==> src/slpg_pkg.sv <==
// Shared constants, codes and helpers for the status LED pattern generator.
// No dependencies; imported by status_led_pattern_generator.
package slpg_pkg;

    // Tick counter width
    localparam int COUNTER_WIDTH = 32;

    // Field widths
    localparam int MODE_W   = 3;
    localparam int BRIGHT_W = 7;
    localparam int CHAN_W   = 8;
    localparam int PMODE_W  = 4;
    localparam int DETS_W   = 8;
    localparam int RANGE_W  = 16;
    localparam int IN_W     = 32;   // 31 bits of fields, padded to 4 bytes
    localparam int OUT_W    = 32;   // 25 bits of fields, padded to 4 bytes

    // Config port
    localparam int CFG_IDX_W  = 3;
    localparam int CFG_DATA_W = 8;
    localparam logic [CFG_IDX_W-1:0] REG_LED_MODE     = 3'd0;
    localparam logic [CFG_IDX_W-1:0] REG_BRIGHTNESS   = 3'd1;
    localparam logic [CFG_IDX_W-1:0] REG_CUSTOM_RED   = 3'd2;
    localparam logic [CFG_IDX_W-1:0] REG_CUSTOM_GREEN = 3'd3;
    localparam logic [CFG_IDX_W-1:0] REG_CUSTOM_BLUE  = 3'd4;

    // LED modes
    localparam logic [MODE_W-1:0] MODE_OFF      = 3'd0;
    localparam logic [MODE_W-1:0] MODE_STATUS   = 3'd1;
    localparam logic [MODE_W-1:0] MODE_DETECT   = 3'd2;
    localparam logic [MODE_W-1:0] MODE_TRACK    = 3'd3;
    localparam logic [MODE_W-1:0] MODE_LANDING  = 3'd4;
    localparam logic [MODE_W-1:0] MODE_ERROR    = 3'd5;
    localparam logic [MODE_W-1:0] MODE_CUSTOM   = 3'd6;

    // Brightness: x*b/100 done as (x * b*RECIP) >> RECIP_SHIFT, exact for x*b < 25600
    localparam logic [BRIGHT_W-1:0] BRIGHT_MAX   = 7'd100;
    localparam logic [BRIGHT_W-1:0] BRIGHT_RESET = 7'd50;
    localparam int RECIP       = 5243;
    localparam int RECIP_SHIFT = 19;
    localparam int SCALE_W     = 20;   // holds 100 * 5243
    localparam int PROD_W      = CHAN_W + SCALE_W;

    // Landing range thresholds
    localparam logic [RANGE_W-1:0] RANGE_NEAR = 16'd500;
    localparam logic [RANGE_W-1:0] RANGE_MID  = 16'd2000;

    // Residue counter widths
    localparam int M60_W = 6;
    localparam int M30_W = 5;
    localparam int M20_W = 5;
    localparam int M10_W = 4;
    localparam int M6_W  = 3;

    typedef struct packed {
        logic r;
        logic g;
        logic b;
    } t_rgb_mask;

    // Full-scale base color picked from the vision mode
    function automatic t_rgb_mask base_colour(input logic [PMODE_W-1:0] pm);
        t_rgb_mask c;
        c = '{r: 1'b1, g: 1'b1, b: 1'b1};
        case (pm) inside
            [4'd0:4'd2]:          c = '{r: 1'b0, g: 1'b0, b: 1'b1};
            4'd3:                 c = '{r: 1'b1, g: 1'b0, b: 1'b1};
            4'd4, 4'd5, 4'd11:    c = '{r: 1'b0, g: 1'b1, b: 1'b1};
            [4'd6:4'd9]:          c = '{r: 1'b1, g: 1'b1, b: 1'b0};
            4'd12, 4'd13:         c = '{r: 1'b0, g: 1'b1, b: 1'b0};
            default:              c = '{r: 1'b1, g: 1'b1, b: 1'b1};
        endcase
        return c;
    endfunction

endpackage

==> src/status_led_pattern_generator.sv <==
// Status LED pattern generator: one ticked RGB command per input beat.
// A beat passes S_MUL, then waits in S_OUT until the result register takes it, and
// no new beat is accepted meanwhile. The three channels go one per cycle through a
// single 8x20 multiplier that applies brightness. Synchronous active-low reset
// restores the register defaults (mode status, brightness 50, custom blue) and
// clears the tick counter and the handshake state. Depends on slpg_pkg.
module status_led_pattern_generator
    import slpg_pkg::*;
(
    input  logic                  i_clk,
    input  logic                  i_rst_n,
    // config write port
    input  logic                  i_cfg_wr_en,
    input  logic [CFG_IDX_W-1:0]  i_cfg_idx,
    input  logic [CFG_DATA_W-1:0] i_cfg_data,
    // input beat
    input  logic                  i_s_axis_tvalid,
    output logic                  o_s_axis_tready,
    // [0] pipeline_present, [4:1] pipeline_mode, [5] snapshot_present,
    // [6] tgt_valid, [14:7] det_count, [30:15] tgt_range, [31] zero
    input  logic [IN_W-1:0]       i_s_axis_tdata,
    // result beat
    output logic                  o_m_axis_tvalid,
    input  logic                  i_m_axis_tready,
    // [0] led_enable, [8:1] red, [16:9] green, [24:17] blue, [31:25] zero
    output logic [OUT_W-1:0]      o_m_axis_tdata
);

    typedef enum logic [1:0] {
        S_IDLE,
        S_MUL,
        S_OUT
    } t_state;

    // Config registers
    logic [MODE_W-1:0]  r_led_mode;
    logic [SCALE_W-1:0] r_bscale;        // saturated brightness * RECIP
    logic [CHAN_W-1:0]  r_custom [3];

    // Tick counter and its residues
    logic [COUNTER_WIDTH-1:0] r_tick;
    logic [M60_W-1:0] r_m60;
    logic [M30_W-1:0] r_m30;
    logic [M20_W-1:0] r_m20;
    logic [M10_W-1:0] r_m10;
    logic [M6_W-1:0]  r_m6;
    logic [COUNTER_WIDTH-1:0] n_tick;
    logic [M60_W-1:0] n_m60;
    logic [M30_W-1:0] n_m30;
    logic [M20_W-1:0] n_m20;
    logic [M10_W-1:0] n_m10;
    logic [M6_W-1:0]  n_m6;

    // Sequencer
    t_state            r_state;
    logic [1:0]        r_ch;
    logic              r_en;
    logic [CHAN_W-1:0] r_col [3];
    logic [CHAN_W-1:0] r_res [3];
    logic              r_m_valid;
    logic [OUT_W-1:0]  r_m_data;
    logic              m_load;

    // Pattern for the incoming beat
    logic              n_en;
    logic [CHAN_W-1:0] n_col [3];

    // Input fields
    logic                pipe;
    logic [PMODE_W-1:0]  pmode;
    logic                snap;
    logic                tv;
    logic [DETS_W-1:0]   dets;
    logic [RANGE_W-1:0]  tgt_range;
    logic                s_accept;

    // Status breathe
    logic [9:0]        phase_x17;
    logic [CHAN_W-1:0] phase;
    logic [CHAN_W-1:0] inten;
    t_rgb_mask         base;
    logic              land_on;

    // Shared brightness multiplier
    logic [PROD_W-1:0] prod;
    logic [CHAN_W-1:0] scaled;

    // Brightness write value, saturated
    logic [BRIGHT_W-1:0] cfg_bright;

    assign o_s_axis_tready = (r_state == S_IDLE);
    assign s_accept        = i_s_axis_tvalid && o_s_axis_tready;
    assign o_m_axis_tvalid = r_m_valid;
    assign o_m_axis_tdata  = r_m_data;

    // result register loads once it is free or being drained
    assign m_load = (r_state == S_OUT) && (!r_m_valid || i_m_axis_tready);

    assign pipe      = i_s_axis_tdata[0];
    assign pmode     = i_s_axis_tdata[4:1];
    assign snap      = i_s_axis_tdata[5];
    assign tv        = snap && i_s_axis_tdata[6];
    assign dets      = snap ? i_s_axis_tdata[14:7] : '0;
    assign tgt_range = snap ? i_s_axis_tdata[30:15] : '0;

    assign cfg_bright = (i_cfg_data[BRIGHT_W-1:0] > BRIGHT_MAX) ? BRIGHT_MAX
                                                                : i_cfg_data[BRIGHT_W-1:0];

    // Next tick and residues; all residues restart when the counter wraps to zero
    always_comb begin
        n_tick = r_tick + 1'b1;
        if (&r_tick) begin
            n_m60 = '0;
            n_m30 = '0;
            n_m20 = '0;
            n_m10 = '0;
            n_m6  = '0;
        end else begin
            n_m60 = (r_m60 == M60_W'(59)) ? '0 : r_m60 + 1'b1;
            n_m30 = (r_m30 == M30_W'(29)) ? '0 : r_m30 + 1'b1;
            n_m20 = (r_m20 == M20_W'(19)) ? '0 : r_m20 + 1'b1;
            n_m10 = (r_m10 == M10_W'(9))  ? '0 : r_m10 + 1'b1;
            n_m6  = (r_m6  == M6_W'(5))   ? '0 : r_m6  + 1'b1;
        end
    end

    // Breathe intensity: phase = m60*255/60 = m60*17/4
    always_comb begin
        phase_x17 = {4'd0, n_m60} * 10'd17;
        phase     = phase_x17[9:2];
        if (phase < 8'd128) begin
            inten = {phase[6:0], 1'b0};
        end else begin
            inten = {(~phase[6:0]), 1'b0};   // 2*(255-phase)
        end
        if (pipe) begin
            base = base_colour(pmode);
        end else begin
            base = '{r: 1'b1, g: 1'b1, b: 1'b1};
        end
    end

    // Landing blink, period chosen by range
    always_comb begin
        if (tv) begin
            if (tgt_range != '0 && tgt_range < RANGE_NEAR) begin
                land_on = !n_m20[1];            // period 4
            end else if (tgt_range != '0 && tgt_range < RANGE_MID) begin
                land_on = n_m10 < M10_W'(5);    // period 10
            end else begin
                land_on = n_m20 < M20_W'(10);   // period 20
            end
        end else begin
            land_on = n_m10 < M10_W'(5);
        end
    end

    // Color and enable for this tick, before brightness
    always_comb begin
        n_en     = 1'b0;
        n_col[0] = '0;
        n_col[1] = '0;
        n_col[2] = '0;
        case (r_led_mode)
            MODE_STATUS: begin
                n_en     = 1'b1;
                n_col[0] = base.r ? inten : '0;
                n_col[1] = base.g ? inten : '0;
                n_col[2] = base.b ? inten : '0;
            end
            MODE_DETECT: begin
                if (dets != '0 && n_m6 < M6_W'(3)) begin
                    n_en     = 1'b1;
                    n_col[1] = '1;
                end
            end
            MODE_TRACK: begin
                if (tv) begin
                    n_en     = 1'b1;
                    n_col[1] = '1;
                end else if (n_m30 < M30_W'(15)) begin
                    n_en     = 1'b1;
                    n_col[2] = '1;
                end
            end
            MODE_LANDING: begin
                if (land_on) begin
                    n_en = 1'b1;
                    if (tv) begin
                        n_col[1] = '1;
                    end else begin
                        n_col[0] = '1;
                    end
                end
            end
            MODE_ERROR: begin
                if (n_m6 < M6_W'(3)) begin
                    n_en     = 1'b1;
                    n_col[0] = '1;
                end
            end
            MODE_CUSTOM: begin
                n_en     = 1'b1;
                n_col[0] = r_custom[0];
                n_col[1] = r_custom[1];
                n_col[2] = r_custom[2];
            end
            default: begin
                n_en = 1'b0;
            end
        endcase
    end

    // Shared multiplier: one channel per cycle
    assign prod   = {{SCALE_W{1'b0}}, r_col[r_ch]} * {{CHAN_W{1'b0}}, r_bscale};
    assign scaled = prod[RECIP_SHIFT +: CHAN_W];

    // Config, tick state, sequencer and result register
    always_ff @(posedge i_clk) begin
        if (!i_rst_n) begin
            r_led_mode  <= MODE_STATUS;
            r_bscale    <= SCALE_W'(int'(BRIGHT_RESET) * RECIP);
            r_custom[0] <= '0;
            r_custom[1] <= '0;
            r_custom[2] <= '1;
            r_tick      <= '0;
            r_m60       <= '0;
            r_m30       <= '0;
            r_m20       <= '0;
            r_m10       <= '0;
            r_m6        <= '0;
            r_state     <= S_IDLE;
            r_ch        <= '0;
            r_m_valid   <= 1'b0;
        end else begin
            if (i_cfg_wr_en) begin
                case (i_cfg_idx)
                    REG_LED_MODE:     r_led_mode  <= i_cfg_data[MODE_W-1:0];
                    REG_BRIGHTNESS:   r_bscale    <= SCALE_W'(cfg_bright * SCALE_W'(RECIP));
                    REG_CUSTOM_RED:   r_custom[0] <= i_cfg_data;
                    REG_CUSTOM_GREEN: r_custom[1] <= i_cfg_data;
                    REG_CUSTOM_BLUE:  r_custom[2] <= i_cfg_data;
                    default: ;
                endcase
            end

            // result register: load a new beat or drain the held one
            if (m_load) begin
                r_m_valid <= 1'b1;
                r_m_data  <= {7'd0, r_res[2], r_res[1], r_res[0], r_en};
            end else if (r_m_valid && i_m_axis_tready) begin
                r_m_valid <= 1'b0;
            end

            case (r_state)
                S_IDLE: begin
                    if (s_accept) begin
                        r_tick   <= n_tick;
                        r_m60    <= n_m60;
                        r_m30    <= n_m30;
                        r_m20    <= n_m20;
                        r_m10    <= n_m10;
                        r_m6     <= n_m6;
                        r_en     <= n_en;
                        r_col[0] <= n_col[0];
                        r_col[1] <= n_col[1];
                        r_col[2] <= n_col[2];
                        r_ch     <= '0;
                        r_state  <= S_MUL;
                    end
                end
                S_MUL: begin
                    r_res[r_ch] <= scaled;
                    if (r_ch == 2'd2) begin
                        r_state <= S_OUT;
                    end else begin
                        r_ch <= r_ch + 1'b1;
                    end
                end
                S_OUT: begin
                    if (m_load) begin
                        r_state <= S_IDLE;
                    end
                end
                default: begin
                    r_state <= S_IDLE;
                end
            endcase
        end
    end

`ifndef SYNTHESIS
    // A dark LED never carries color
    a_off_dark: assert property (@(posedge i_clk) disable iff (!i_rst_n)
        (o_m_axis_tvalid && !o_m_axis_tdata[0]) |-> (o_m_axis_tdata[24:1] == '0))
        else $error("disabled LED beat with nonzero color");

    // Each accepted beat advances the tick counter by exactly one
    a_tick_step: assert property (@(posedge i_clk) disable iff (!i_rst_n)
        s_accept |=> (r_tick == $past(r_tick) + 1'b1))
        else $error("tick counter did not advance by one");

    // The block is busy right after taking a beat
    a_busy: assert property (@(posedge i_clk) disable iff (!i_rst_n)
        s_accept |=> !o_s_axis_tready)
        else $error("ready again right after an accepted beat");

    // Brightness scale never exceeds full scale
    a_bscale: assert property (@(posedge i_clk) disable iff (!i_rst_n)
        r_bscale <= SCALE_W'(int'(BRIGHT_MAX) * RECIP))
        else $error("brightness scale above 100 percent");
`endif

endmodule
==> config.mk <==
export PLATFORM = sky130hd
export DESIGN_NAME = status_led_pattern_generator
export DESIGN_NICKNAME = d
export VERILOG_FILES = /design/src/slpg_pkg.sv /design/src/status_led_pattern_generator.sv
export SDC_FILE = /design/constraint.sdc
export NUM_CORES = 1
export LEC_CHECK = 0
export BUFFER_PORTS_ARGS = -buffer_cell sky130_fd_sc_hd__buf_2
export CORE_UTILIZATION = 25
export CTS_CLUSTER_DIAMETER = 120
export DETAILED_ROUTE_END_ITERATION = 7
export MAX_ROUTING_LAYER = met4
export PLACE_DENSITY = 0.49
export SETUP_SLACK_MARGIN = 0.3
export SLEW_MARGIN = 20
export SYNTH_ARGS = -nofsm -noshare
export SYNTH_HDL_FRONTEND = slang
export SYNTH_SLANG_ARGS = --single-unit
export TNS_END_PERCENT = 20
==> constraint.sdc <==
create_clock -name i_clk -period 5.6 [get_ports i_clk]
set_clock_uncertainty 0.05 [all_clocks]
set_input_delay 0.56 -clock i_clk [delete_from_list [all_inputs] [get_ports i_clk]]
set_output_delay 0.56 -clock i_clk [all_outputs]
set_load 0.005 [all_outputs]
# --- Yosys cells after proc, flatten, opt, wreduce, memory -nomap -nowiden ---
# Memory sizes are Yosys's and may differ from the RTL's. A register that Yosys moved wholly into a read port is not among the register bits.
# Index checks and enable logic that the tools add are counted.
op_classes:
  eq_ne: 28
  mul: 3
  addsub: 7
  reduce_logical: 29
  bitwise: 4
  n_mux: 76
  order_cmp: 12
op_table:
  columns: ["operator", "count"]
  rows:
  - ["two-way mux 8 bit", 14]
  - ["one-hot mux 8 bit (5 select lines)", 1]
  - ["adder 32 x 1 -> 32 bit (second input constant)", 1]
  - ["two-way mux 16 bit", 2]
  - ["one-hot mux 8 bit (4 select lines)", 1]
  - ["AND reduction 32 bit", 1]
  - ["two-way mux 1 bit", 30]
  - ["multiplier 8 x 20 -> 27 bit", 1]
  - ["two-way mux 3 bit", 8]
  - ["one-hot mux 8 bit (3 select lines)", 1]
  - ["multiplier 7 x 13 -> 20 bit (second input constant)", 1]
  - ["two-way mux 5 bit", 4]
  - ["== test 4 bit (second input constant)", 4]
  - ["less-than comparator 16 x 11 -> 1 bit (second input constant)", 1]
  - ["less-than comparator 16 x 9 -> 1 bit (second input constant)", 1]
  - ["nonzero test 16 bit", 1]
  - ["== test 3 bit (second input constant)", 5]
  - ["two-way mux 2 bit", 7]
  - ["== test 3 x 2 -> 1 bit (second input constant)", 4]
  - ["two-way mux 6 bit", 2]
  - ["adder 5 x 1 -> 5 bit (second input constant)", 2]
  - ["== test 5 bit (second input constant)", 2]
  - ["less-than comparator 5 x 4 -> 1 bit (second input constant)", 2]
  - ["multiplier 6 x 5 -> 10 bit (second input constant)", 1]
  - ["other kinds (38)", 62]
totals:
  output_inout_bits: 34
  n_memories: 3
  reg_bits: 109
  ram_bits: 72
mem_list:
  columns: ["memory", "depth", "width", "read_ports", "rd_ports_with_merged_regs", "wr", "line", "source"]
  rows:
  - ["r_col", 3, 8, 1, 1, 3, "status_led_pattern_generator.sv:58", "logic [CHAN_W-1:0] r_col [3];"]
  - ["r_custom", 3, 8, 3, 0, 3, "status_led_pattern_generator.sv:38", "logic [CHAN_W-1:0] r_custom [3];"]
  - ["r_res", 3, 8, 3, 3, 1, "status_led_pattern_generator.sv:59", "logic [CHAN_W-1:0] r_res [3];"]

# --- Longest topological paths before layout ---
logic_depth:
  word_depth: 10
  mapped_depth: 22
  ltp_nobuf: 20

# --- Least setup slack after synthesis ---
# No wires, ideal clock.
synth_path:
  kind: "register to register"
  start: "reg with a tool-made name"
  end: "mem r_res[0][7], data pin"
  setup_slack_ns: 0.170
  period_less_slack_ns: 5.430
  arrival_ns: 5.109
  setup_ns: 0.272
  stages_incl_launch_ff: 20
  cell_sequence: "dfxtp_1 clkbuf_1 nor2_1 a21oi_1 clkbuf_1 nor2b_1 fa_1 fa_1 fa_1 inv_1 fa_1 inv_1 ha_1 a21o_1 a221oi_1 o31a_1 a311o_2 nand2_1 o41ai_2 xnor2_1"
synth_lines:
  columns: ["item", "line"]
  rows:
  - ["to (decl)", "status_led_pattern_generator.sv:59"]

==> flow_summary.toml <==
[routing]
ant_nets = 0
drt_iter0_markers = 463
routed_via_density = 4.34
first_pass_iters = 4
routed_wl_um = 32500
vias = 10158
drc = 0
routedWlPerCell_um = 13.9

[clocking]
cts_sinks = 183
insertion_delay_ns = 0.48
cts_max_level = 4
clk_pin_slew_worst_paths_ns = 0.08
cts_buffer_depth = 2
numCtsBuffers = 17
cts_hold_buf = 0
clockRootBuffer = "clkbuf_16"
cts_tree = "yes"

[timing]
grt_setup_unrepaired = "yes"
slew_headroom_pct = 35.6
tightestPinTransition_ns = 0.966
setup_violations = 0
fin_crit_sh_pct = 99.3
tns_ns = 0
final.min_clock_period_ns = 5.56
hold_viol_final = 0
drv_slew = 0
fmax_ghz = 0.180

[power_and_ir_drop]
ir_drop_mv = 0.240
cell_internal_pwr_mw = 2.69
seqPwrFrac_pct = 36.8
power_density_nw_per_um2 = 241
swShare_pct = 34.8
power_frac_comb_pct = 33.5
power.switching_mw = 1.44
clkPwrFrac_pct = 29.7
leakagePower_nw = 7.21

[worst_setup_path]
critical_path_class = "flip-flop to flip-flop"
worst_setup_path_end_kind = "flip-flop"
worstPathRequired_ns = 5.78
endpoint = "r_res[2][5]$_DFFE_PP_"
crit_arrival_ns = 5.74
rr_worst_depth = 23
critPathLaunchType = "flip-flop"
reg2reg_slack_ns = 0.04
r2r-end = "r_res[2][5]$_DFFE_PP_"
crit_fanout = 8

[floorplan]
die_area_um2 = 59500
initial_core_util_pct = 25.3
ios = 82
die_h_um = 244
rows = 88
chipWidth_um = 244
core-area_um2 = 57700

[final_layout]
area_delta_synth_final_pct = 17.5
drive_gt1_share_pct = 15.8
fin_area_um2 = 17200
most-common-layout-cells = "inv_1, nand2_1, fa_1, and2_1, ha_1"
fin_cells = 2341
final_common_cell = "inv_1"
final_nets = 1837

[synth]
ys.flop_type = "edfxtp_1"
synth_compound_area_share_pct = 9.81
muxShareOfSynthArea_pct = 1.51
ys_ff_latch = 183
synth_edf_count = 98
synth-async-reset-ratio_pct = 0
ys_warn_count = 0
syn-cell-area_um2 = 14600
synth_top_family_by_area = "adder cells"
postSynthAreaPerCell_um2 = 10.0
synth_adder_area_share_pct = 26.1
yosys.area_share.simple_pct = 20.4
yosysUniqueCellTypes = 88
synthCells = 1461
synth_xor_area_share_pct = 4.12
ys_seq_area_share_pct = 31.8

[hold_path]
worstHoldStart = "i_cfg_data[0]"
hold_class = "input pin to flip-flop"

[placed_design]
portBuffers = 73
place_area_um2 = 16100
dp_hpwl_um = 24800
finalWeightedCongestion = 0.787
placed_cells = 2286

[grt]
grt_pass1_vias = 10389
track_usage_pct = 11.7
overflow = 0
grt_pass1_wl_um = 53600
antenna_found_initial = 6
grt_max_degree = 48

[status]
run_status = "completed"

[flow_run]
drv_cap = 0
-- what timing repair did --
action                                  CTS  global route
buffers inserted                          9             5
cloned                                    1             2
pin swaps                                34            14
resized for setup                        43            30
endpoints found under the setup margin   24            24
-- final cells by class --
class,count,area (um^2)
diodes,6,15.0
clock buffers,17,425
flip-flops and latches,183,4650
clock inverters,15,190
inverters,176,661
fillers,6019,40500
repair buffers,128,923
multi-input cells,1051,9360
well taps,765,957
-- registers in the layout, summed over array words and instances (netlist names), named ones only --
name,flops
r_res,24
o_m_axis_tvalid,1
r_m10,4
r_m20,5
o_m_axis_tdata,25
r_m6,3
r_ch,2
r_custom,24
r_tick,32
r_bscale,20
r_en,1
r_m30,5
r_state,2
r_m60,6
r_col,24
r_led_mode,3
-- synth_stat cells (all sizes together), types with 4 or more instances --
library cell	number	area, um^2
a211oi	5	37.5
a21boi	21	158
a21o	15	113
a21oi	31	174
a221o	21	210
a221oi	4	41.3
a22oi	5	37.5
a31oi	5	31.3
and2	113	709
and3	7	48.8
and3b	4	35.0
and4	4	35.0
buf	15	91.3
clkbuf	42	158
dfxtp	85	1700
edfxtp	98	2940
fa	122	2440
ha	110	1380
inv	176	661
mux2i	21	210
nand2	125	488
nand2b	20	125
nand3	39	200
nand3b	6	45.0
nand4	21	159
nor2	52	195
nor2b	75	469
nor3	21	110
nor3b	4	35.0
nor4	6	67.6
o211ai	4	30.0
o21a	5	37.5
o21ai	49	264
o21bai	4	30.0
o22ai	5	31.3
o31ai	4	43.8
or2	4	25.0
or3	16	100
or4	4	30.0
xnor2	38	370
xor2	23	231
-- cells by family (layout without fill, tap and decap cells) --
logic type / Yosys count / count (layout)
other: 1 / 13
flip-flops: 183 / 183
buffers and inverters: 233 / 336
multiplexers: 22 / 22
AO/OA/AOI/OAI: 197 / 197
AND/OR/NAND/NOR: 532 / 532
XOR/XNOR: 61 / 61
adder cells (fa/ha/maj): 232 / 232
-- metrics by stage --
step | utilization [%] | hold slack [ns] | setup slack (ns) | total power [mW]
5_1_grt | 29.8 | 0.324 | -0.172 | 4.45
3_3_place_gp | 27.8 | 0.354 | -0.0250 | 2.84
2_1_floorplan | - | 0.350 | 0.330 | 2.50
6_report | 29.8 | 0.333 | 0.0395 | 4.13
4_1_cts | 29.4 | 0.299 | 0.0231 | 4.16
3_5_place_dp | 27.8 | 0.355 | -0.125 | 2.85
-- worst max-delay path: stages (launching register included) --
cell and delay, ns:
dfxtp_2 0.34, buf_12 0.13, mux2i_1 0.18, nor2_1 0.07
a21oi_2 0.12, buf_6 0.13, buf_8 0.14, nor2b_4 0.05
fa_1 0.55, fa_1 0.44, fa_1 0.55, inv_1 0.05
fa_1 0.50, inv_1 0.06, ha_4 0.26, and3_4 0.18
nand3_2 0.05, o31a_1 0.27, a311o_2 0.38, buf_6 0.14
a21oi_4 0.18, mux2i_2 0.25, a221oi_2 0.05, buf_4 0.15
-- worst min path at each step --
stage	end	slack [ns]	cells after the start
global route	r_led_mode[0]$_SDFFE_PN1P_	0.32	3
floorplan	o_m_axis_tdata[0]$_DFFE_PP_	0.35	0
detailed placement	o_m_axis_tdata[16]$_DFFE_PP_	0.35	0
global placement	o_m_axis_tdata[16]$_DFFE_PP_	0.35	0
finish	r_led_mode[0]$_SDFFE_PN1P_	0.33	3
CTS	r_led_mode[0]$_SDFFE_PN1P_	0.30	3
-- layer usage --
layer | wire (um) | share of wire, % | GRT usage (%)
met2 | 14900 | 46 | 18.4
met4 | 639 | 2.0 | 3.73
met5 | 0 | 0 | -
met1 | 15800 | 48 | 14.7
met3 | 1220 | 3.7 | 2.64
-- power by group through the flow --
stage / clock network [mW] / logic, mW / registers [mW]
5_1_grt: 1.33 / 1.59 / 1.53
4_1_cts: 1.28 / 1.37 / 1.52
6_report: 1.23 / 1.38 / 1.52
2_1_floorplan: 0 / 0.975 / 1.53
3_5_place_dp: 0 / 1.30 / 1.55
3_3_place_gp: 0 / 1.29 / 1.55
No activity file was read; power rests on OpenSTA's default activity.
